--- config.mk ---
export PLATFORM = sky130hd
export DESIGN_NAME = descending_key_tag_sorter
export DESIGN_NICKNAME = d
export VERILOG_FILES = /design/src/rtl/dkts_pkg.sv /design/src/rtl/dkts_store.sv /design/src/rtl/descending_key_tag_sorter.sv
export SDC_FILE = /design/constraint.sdc
export NUM_CORES = 1
export LEC_CHECK = 0
export ABC_AREA = 1
export BUFFER_PORTS_ARGS = -buffer_cell sky130_fd_sc_hd__buf_2
export CORE_ASPECT_RATIO = 0.75
export CORE_MARGIN = 4
export CORE_UTILIZATION = 36
export DETAILED_ROUTE_END_ITERATION = 8
export PLACE_DENSITY = 0.53
export SLEW_MARGIN = 15
export SYNTH_ARGS = -nofsm -noshare
export SYNTH_HDL_FRONTEND = slang
export SYNTH_SLANG_ARGS = --single-unit
--- constraint.sdc ---
create_clock -name i_clk -period 3.05 [get_ports i_clk]
set_input_delay 0.1525 -clock i_clk [delete_from_list [all_inputs] [get_ports i_clk]]
set_output_delay 0.1525 -clock i_clk [all_outputs]
set_load 0.03 [all_outputs]
--- src/rtl/dkts_pkg.sv ---
`default_nettype none

package dkts_pkg;

    localparam int MAX_ITEMS = 8;
    localparam int IDX_W     = $clog2(MAX_ITEMS);
    localparam int CNT_W     = $clog2(MAX_ITEMS + 1);
    localparam int KEY_W     = 16;
    localparam int TAG_W     = 8;
    localparam int DATA_W    = KEY_W + TAG_W;

    // key in the low bits, tag above it
    typedef struct packed {
        logic [TAG_W-1:0] tag;
        logic [KEY_W-1:0] key;
    } t_entry;

    typedef struct packed {
        logic             wr_en;
        logic [IDX_W-1:0] wr_addr;
        t_entry           wr_data;
        logic             rd_en;
        logic [IDX_W-1:0] rd_addr;
    } t_mem_req;

    typedef enum logic [2:0] {
        ST_LOAD,
        ST_RD_I,
        ST_LD_I,
        ST_CMP,
        ST_WR_I,
        ST_OUT_RD,
        ST_OUT_LD
    } t_state;

endpackage

`default_nettype wire

--- src/rtl/dkts_store.sv ---
`default_nettype none

module dkts_store (
    input  wire              i_clk,
    input  wire dkts_pkg::t_mem_req i_req,
    output dkts_pkg::t_entry  o_rd_data
);
    import dkts_pkg::*;

    t_entry r_mem [MAX_ITEMS];
    t_entry r_rd_data;

    always_ff @(posedge i_clk) begin
        if (i_req.wr_en) begin
            r_mem[i_req.wr_addr] <= i_req.wr_data;
        end
    end

    // read data holds until the next read
    always_ff @(posedge i_clk) begin
        if (i_req.rd_en) begin
            r_rd_data <= r_mem[i_req.rd_addr];
        end
    end

    assign o_rd_data = r_rd_data;

endmodule

`default_nettype wire

--- src/rtl/descending_key_tag_sorter.sv ---
// Loading: one item per cycle, a batch of up to eight items into the store.
// Sort after the last item: one store pass per position but the last, with one
// compare per cycle over the store port. Results then leave one per cycle from
// the output register while i_m_tready holds, the first read in ST_OUT_RD and
// registered in ST_OUT_LD. The next batch loads while the final result waits.
// Reset (i_rst_n low, synchronous) empties the batch and the output register.
`default_nettype none

module descending_key_tag_sorter (
    input  wire                        i_clk,
    input  wire                        i_rst_n,
    input  wire                        i_s_tvalid,
    output logic                       o_s_tready,
    input  wire [dkts_pkg::DATA_W-1:0] i_s_tdata,   // sort_key[15:0], item_tag[23:16]
    input  wire                        i_s_tlast,   // last_item
    output logic                       o_m_tvalid,
    input  wire                        i_m_tready,
    output logic [dkts_pkg::DATA_W-1:0] o_m_tdata,  // sorted_key[15:0], sorted_tag[23:16]
    output logic                       o_m_tlast,   // final_result
    output logic                       o_m_tuser    // batch_overflow
);
    import dkts_pkg::*;

    t_state           r_state,     n_state;
    logic [CNT_W-1:0] r_count,     n_count;
    logic             r_ovf,       n_ovf;
    logic [IDX_W-1:0] r_i,         n_i;
    logic [IDX_W-1:0] r_j,         n_j;
    logic [IDX_W-1:0] r_k,         n_k;
    t_entry           r_cur,       n_cur;
    logic             r_out_valid, n_out_valid;
    t_entry           r_out,       n_out;
    logic             r_out_last,  n_out_last;
    logic             r_out_ovf,   n_out_ovf;

    t_mem_req         mem_req;
    t_entry           rd_data;
    logic             out_free;
    logic             k_last;

    dkts_store u_store (
        .i_clk     (i_clk),
        .i_req     (mem_req),
        .o_rd_data (rd_data)
    );

    always_ff @(posedge i_clk) begin
        if (!i_rst_n) begin
            r_state     <= ST_LOAD;
            r_count     <= '0;
            r_ovf       <= 1'b0;
            r_out_valid <= 1'b0;
        end else begin
            r_state     <= n_state;
            r_count     <= n_count;
            r_ovf       <= n_ovf;
            r_out_valid <= n_out_valid;
        end
    end

    always_ff @(posedge i_clk) begin
        r_i        <= n_i;
        r_j        <= n_j;
        r_k        <= n_k;
        r_cur      <= n_cur;
        r_out      <= n_out;
        r_out_last <= n_out_last;
        r_out_ovf  <= n_out_ovf;
    end

    assign out_free = !r_out_valid || i_m_tready;
    assign k_last   = (CNT_W'(r_k) + CNT_W'(1)) == r_count;

    always_comb begin
        n_state     = r_state;
        n_count     = r_count;
        n_ovf       = r_ovf;
        n_i         = r_i;
        n_j         = r_j;
        n_k         = r_k;
        n_cur       = r_cur;
        n_out_valid = r_out_valid && !i_m_tready;
        n_out       = r_out;
        n_out_last  = r_out_last;
        n_out_ovf   = r_out_ovf;
        mem_req     = '0;

        case (r_state)
            ST_LOAD: begin
                if (i_s_tvalid) begin
                    if (r_count < CNT_W'(MAX_ITEMS)) begin
                        mem_req.wr_en   = 1'b1;
                        mem_req.wr_addr = r_count[IDX_W-1:0];
                        mem_req.wr_data = t_entry'(i_s_tdata);
                        n_count         = r_count + CNT_W'(1);
                    end else begin
                        n_ovf = 1'b1;
                    end
                    if (i_s_tlast) begin
                        n_i = '0;
                        n_k = '0;
                        if (n_count >= CNT_W'(2)) begin
                            n_state = ST_RD_I;
                        end else begin
                            n_state = ST_OUT_RD;
                        end
                    end
                end
            end
            ST_RD_I: begin
                mem_req.rd_en   = 1'b1;
                mem_req.rd_addr = r_i;
                n_state         = ST_LD_I;
            end
            ST_LD_I: begin
                n_cur           = rd_data;
                mem_req.rd_en   = 1'b1;
                mem_req.rd_addr = r_i + IDX_W'(1);
                n_j             = r_i + IDX_W'(1);
                n_state         = ST_CMP;
            end
            ST_CMP: begin
                // position i lives in r_cur; swap writes the old one back to j
                if (r_cur.key < rd_data.key) begin
                    n_cur           = rd_data;
                    mem_req.wr_en   = 1'b1;
                    mem_req.wr_addr = r_j;
                    mem_req.wr_data = r_cur;
                end
                if ((CNT_W'(r_j) + CNT_W'(1)) < r_count) begin
                    mem_req.rd_en   = 1'b1;
                    mem_req.rd_addr = r_j + IDX_W'(1);
                    n_j             = r_j + IDX_W'(1);
                end else begin
                    n_state = ST_WR_I;
                end
            end
            ST_WR_I: begin
                mem_req.wr_en   = 1'b1;
                mem_req.wr_addr = r_i;
                mem_req.wr_data = r_cur;
                if ((CNT_W'(r_i) + CNT_W'(3)) <= r_count) begin
                    n_i             = r_i + IDX_W'(1);
                    mem_req.rd_en   = 1'b1;
                    mem_req.rd_addr = r_i + IDX_W'(1);
                    n_state         = ST_LD_I;
                end else begin
                    n_state = ST_OUT_RD;
                end
            end
            ST_OUT_RD: begin
                mem_req.rd_en   = 1'b1;
                mem_req.rd_addr = r_k;
                n_state         = ST_OUT_LD;
            end
            ST_OUT_LD: begin
                if (out_free) begin
                    n_out_valid = 1'b1;
                    n_out       = rd_data;
                    n_out_last  = k_last;
                    n_out_ovf   = r_ovf;
                    if (k_last) begin
                        n_count = '0;
                        n_ovf   = 1'b0;
                        n_state = ST_LOAD;
                    end else begin
                        n_k             = r_k + IDX_W'(1);
                        mem_req.rd_en   = 1'b1;
                        mem_req.rd_addr = r_k + IDX_W'(1);
                    end
                end
            end
            default: begin
                n_state = ST_LOAD;
            end
        endcase
    end

    assign o_s_tready = (r_state == ST_LOAD);
    assign o_m_tvalid = r_out_valid;
    assign o_m_tdata  = r_out;
    assign o_m_tlast  = r_out_last;
    assign o_m_tuser  = r_out_ovf;

`ifndef SYNTHESIS
    a_count_cap: assert property (@(posedge i_clk) disable iff (!i_rst_n)
        r_count <= CNT_W'(MAX_ITEMS))
        else $error("batch count beyond capacity");

    a_no_rw_same: assert property (@(posedge i_clk) disable iff (!i_rst_n)
        (mem_req.wr_en && mem_req.rd_en) |-> (mem_req.wr_addr != mem_req.rd_addr))
        else $error("store read and write hit the same entry");

    a_cmp_range: assert property (@(posedge i_clk) disable iff (!i_rst_n)
        (r_state == ST_CMP) |-> ((r_j > r_i) && (CNT_W'(r_j) < r_count)))
        else $error("compare index out of range");

    a_out_hold: assert property (@(posedge i_clk) disable iff (!i_rst_n)
        (r_state == ST_OUT_LD && !out_free) |=> (r_state == ST_OUT_LD && $stable(r_k)))
        else $error("result position moved while output stalled");
`endif

endmodule

`default_nettype wire
[Yosys cells after proc, flatten, opt, wreduce, memory -nomap -nowiden]
Memories as Yosys holds them, arrays and structs flattened. A register that Yosys moved wholly into a read port is not among the register bits.
Cells that the tools add are included.
Storage, ports and cells
  flip-flop bits (word level): 68
  bits in writable memories: 192
  input port bits: 29
  output and inout bits: 28
  word-level logic and storage cells: 103
  memories kept: 1
Memories
  u_store.r_mem: words 8, width 24, read ports 1, clocked after Yosys merged registers in 1, write ports 1, RTL line dkts_store.sv:10  | t_entry r_mem [MAX_ITEMS];
Operators by class
  add/sub/neg operators: 7
  magnitude comparators: 5
  eq/ne operators: 17
  muxes and demuxes: 44
  reductions and logical operators: 16
Operator list (number)
  2-to-1 mux 28 bit: 3
  case mux 28 bit (3 select lines): 1
  case mux 24 bit (2 select lines): 1
  2-to-1 mux 4 bit: 10
  2-to-1 mux 3 bit: 13
  2-to-1 mux 24 bit: 1
  case mux 4 bit (6 select lines): 1
  case mux 3 bit (7 select lines): 1
  inequality test 2 bit, second input constant: 9
  case mux 3 bit (2 select lines): 3
  < comparator 16 bit: 1
  AND reduction 5 bit: 3
  adder 3 x 1 -> 3 bit, second input constant: 3
  == test 3 bit, second input constant: 3
  adder 3 x 1 -> 4 bit, second input constant: 2
  2-to-1 mux 1 bit: 8
  case mux 4 bit (2 select lines): 1
  AND reduction 4 bit: 2
  == test 3 x 2 -> 1 bit, second input constant: 2
  AND reduction 2 bit: 3
  nonzero test 2 bit: 3
  adder 3 x 2 -> 4 bit, second input constant: 1
  adder 4 x 1 -> 4 bit, second input constant: 1
  == test 4 bit: 1
  other kinds (11): 12

[Depth between registers and ports, before layout]
  word-level depth: 9
  gate-level depth with buffers: 19
  depth with buffers taken out: 17

[Cells and area by module]
A second synthesis with hierarchy kept.
Unflattened totals
  cell total of the unflattened synthesis: 1281
  area total of the unflattened synthesis: 12883.6 um2
By module, submodules not included
  dkts_store: times used 1, cells each 872, area an instance 9146.3 um2
  descending_key_tag_sorter: times used 1, cells each 409, area an instance 3737.3 um2

[Least setup slack after synthesis]
Ideal clock, no wire load.
  path kind: register -> register
  start point: reg r_cur[13] (netlist bit)
  end point: mem u_store.r_mem[5][0] (netlist bit) (enable)
  library setup time: 405 ps
  arrival time: 2531 ps
  path slack: 115 ps
  stages on the path, launching flop included: 11
  buffers on the path: 0
  period minus slack after synthesis: 2935 ps
  path through: edfxtp_1 > ha_1 > nand2_1 > inv_1 > o21ai_0 > nand2_1 > a21oi_1 > nand4_1 > nand2_1 > inv_1 > nor2_1
Between the ends
  word-level cells in the longest chain between the ends: 5
Ends and longest elaborated chain
  start: declaration: RTL line descending_key_tag_sorter.sv:30  | t_entry r_cur, n_cur;
  start signal: assignment: RTL line descending_key_tag_sorter.sv:65  | r_cur <= n_cur;
  < comparator 16 bit (*): RTL line descending_key_tag_sorter.sv:124  | if (r_cur.key < rd_data.key) begin
  2-to-1 mux 28 bit (*): RTL line descending_key_tag_sorter.sv:124
  case mux 28 bit (3 select lines) (*): RTL line descending_key_tag_sorter.sv:88  | case (r_state)
  2-to-1 mux 1 bit: RTL line dkts_store.sv:14  | if (i_req.wr_en) begin
  2-to-1 mux 1 bit (not written as such): RTL line dkts_store.sv:15  | r_mem[i_req.wr_addr] <= i_req.wr_data;
  end: declaration: RTL line dkts_store.sv:10
Mark *: on every way between the ends. The rest lies on a longest branch, timed or not.

==> results.json <==
{
  "worst_pin_slew_ps": 626,
  "hp-start": "i_s_tdata[22]",
  "nNetsFinal": 1427,
  "worstHoldPathType": "primary input to flop",
  "crit_type": "flop to flop",
  "fill_cells": 3393,
  "arrival_ps": 3100,
  "die_x_microns": 228,
  "drc": 0,
  "highest_layer": "met4",
  "clk_latency_ps": 570,
  "cp-end-kind": "flop",
  "synth_fp_nets": 1352,
  "coreArea_sq_um": 35900,
  "reg2reg_depth": 12,
  "hold_violations": 0,
  "placementRows": 60,
  "yosysTopAreaCellShare_pct": 62.9,
  "critPathMaxStageDelay_ps": 570,
  "drv_slew": 0,
  "drt_iter0_markers": 701,
  "synth.largest_area_cell": "edfxtp_1",
  "syn_avg_cell_area_sq_um": 10.1,
  "worst_slack_ps": 229,
  "worst_setup_path_start_kind": "flop",
  "cts_htree_levels": 1,
  "ir_worst_vdd_uv": 631,
  "r2r-start": "r_i[1]",
  "setup_viol_count_final": 0,
  "grt_setup_unrepaired": "no",
  "postCtsSetupBuffers": 0,
  "critPathBufInv": 3,
  "r2r_slack_ps": 230,
  "antenna_found_initial": 0,
  "io_pins": 57,
  "gp_congestion": 0.883,
  "cts.sinks": 284,
  "fmax_mhz": 354,
  "grt.total_usage_pct": 16.3,
  "die-area_sq_um": 39600,
  "antenna_cells": 0,
  "grt_max_degree": 75,
  "ys_seq_area_share_pct": 64.3,
  "final_cell_mix": "351 x nand2_1, 275 x edfxtp_1, 244 x inv_1",
  "skew_ps": 12.4,
  "route.met3.wl_microns": 1450,
  "hold_path_end": "u_store.r_mem[4][22]",
  "fp.dieH_microns": 173,
  "postPlaceCellArea_sq_um": 14300,
  "path_max_fanout": 17,
  "cts_tree": "built",
  "start_util_pct": 36.6,
  "p_per_area_nw_per_um2": 1140,
  "synth_seq_cells": 284,
  "num_vias": 9037,
  "critPathSlowestCell": "a221oi_1",
  "setup-tns-final_ps": 0,
  "status": "complete, no violations",
  "final_common_cell": "nand2_1",
  "syn_inst": 1295,
  "viasPerCell": 4.87,
  "antenna_left": 0,
  "worst_r2r_endpoint": "u_store.o_rd_data[8]",
  "grt_pass1_vias": 8495,
  "syn2layout_area_growth_pct": 16.8,
  "yosys-top-cells-area": "edfxtp_1 63%, nand2_1 10%, inv_1 7.0%",
  "fin_crit_sh_pct": 92.5,
  "yosysWarnings": 0,
  "final_cell_area_sq_um": 15300,
  "worstPathRequired_ps": 3330,
  "portBuffers": 56,
  "drive_above_1_share_pct": 12.4,
  "synth_area_sq_um": 13100,
  "whs_path_depth": 3,
  "path_cells": "inv_1, ha_1, inv_1, ha_1, nand2_1, nand2_1, nand2_1, nand2_1, nand2_2, a221oi_1, nand3_1, buf_4",
  "dp_hpwl_microns": 19700,
  "met1_length_microns": 15500,
  "cts.clk_slew.worst_paths_ps": 60,
  "critical-path-top-delay-family": "adder cells",
  "wl_per_cell_microns": 17.8,
  "clk_path_buf_depth": 3,
  "crit_top_cell": "nand2_1",
  "wl_met2_microns": 15500,
  "overflow": 0,
  "grt_first_pass_wirelength_microns": 51000,
  "maxCapViolCount": 0,
  "cts-root-buf": "clkbuf_16",
  "min_period_ps": 2820,
  "ys_types": 38,
  "cts_inserted_buffers": 30,
  "postRouteWirelength_microns": 33100,
  "firstDrtPassIters": 5,
  "relSlewSlack_pct": 58.3,
  "dpl_worst_slack_ps": 306,
  "p_leak_nw": 6.71
}
repair_timing:
item / CTS / global route
resized for setup: 0 / 2
setup endpoints to repair: 0 / 3
hold endpoints to repair: 8 / 0
hold buffers: 2 / 0
where the power goes:
| part | total, W | internal, W | switching [W] |
|---|---|---|---|
| clock | 0.00372 | 0.00221 | 0.00151 |
| sequential | 0.00641 | 0.00599 | 0.000422 |
| combinational | 0.00733 | 0.00235 | 0.00498 |
| total | 0.0175 | 0.0105 | 0.00691 |
cells by family (layout without fill, tap and decap cells):
logic type	Yosys count	after routing	share of synthesized area, %
AND/OR/NAND/NOR	620	620	21.3
buffers and inverters	314	410	9.47
flip-flops	284	284	64.3
AO/OA/AOI/OAI	45	45	2.02
adder cells (fa/ha/maj)	28	28	2.67
XOR/XNOR	4	4	0.267
routing by layer:
metal  vias up  GRT usage, %
met5         -             0
met4         0          3.47
met3        41          2.18
met2       197          26.7
met1      4329          23.3
li1       4470             -
flip-flops by register name, indices dropped and copies added (netlist names):
name	cells
r_cur	24
o_m_tlast	1
o_m_tvalid	1
o_m_tuser	1
u_store.o_rd_data	24
r_j	3
o_m_tdata	24
r_state	3
r_ovf	1
r_i	3
r_count	4
r_k	3
u_store.r_mem	192
metrics by stage:
stage	total power, W	utilization, %	hold WS [ps]	cells
floorplan	0.0112	-	291	1295
global placement	0.0138	39.9	419	1801
detailed placement	0.0138	39.9	418	1801
CTS	0.0176	42.7	26.8	1856
global route	0.0187	42.7	82.1	1856
finish	0.0175	42.7	32.7	1856
synthesized netlist by cell type:
library cell,number
nand2_1,353
edfxtp_1,275
inv_1,244
nand3_1,121
nand4_1,103
ha_1,28
nor2_1,28
clkbuf_1,25
buf_2,21
a21oi_1,19
dfxtp_1,9
o21ai_0,9
buf_1,8
inv_2,8
nor2_2,5
buf_4,4
nand3_2,4
a31oi_1,3
buf_6,3
o22ai_1,3
xor2_1,3
nor3_1,2
o21bai_1,2
a21boi_0,1
a21o_1,1
a21oi_2,1
a221oi_1,1
a22oi_1,1
and3_1,1
clkinv_1,1
nand2_2,1
nor3_2,1
nor3b_1,1
o211a_1,1
o211ai_1,1
o21a_1,1
o31ai_1,1
xnor2_1,1
worst max path at each step:
| stage | slack, ps | end | depth (start not counted) | from |
|---|---|---|---|---|
| floorplan | 110 | u_store.r_mem[5][0] | 10 | r_cur[13] |
| global placement | 290 | u_store.o_rd_data[2] | 13 | r_j[0] |
| detailed placement | 310 | u_store.o_rd_data[2] | 13 | r_j[0] |
| CTS | 270 | u_store.o_rd_data[2] | 13 | r_j[0] |
| global route | 40 | u_store.o_rd_data[9] | 16 | r_i[1] |
| finish | 230 | u_store.o_rd_data[8] | 12 | r_i[1] |
tightest hold or removal path: cells and delay by family:
family | cells | cell delay [ps]
AND/OR/NAND/NOR | 2 | 210
buffers and inverters | 1 | 80
final cells by class:
| type | instances | area, sq um | area share [%] |
|---|---|---|---|
| clock inverters | 19 | 221 | 1.44 |
| flip-flops and latches | 284 | 8440 | 55.0 |
| inverters | 253 | 950 | 6.19 |
| well taps | 465 | 582 | 3.79 |
| clock buffers | 34 | 766 | 4.99 |
| multi-input cells | 697 | 3510 | 22.9 |
| repair buffers | 104 | 862 | 5.62 |
Power figures use the tool's default switching activity.
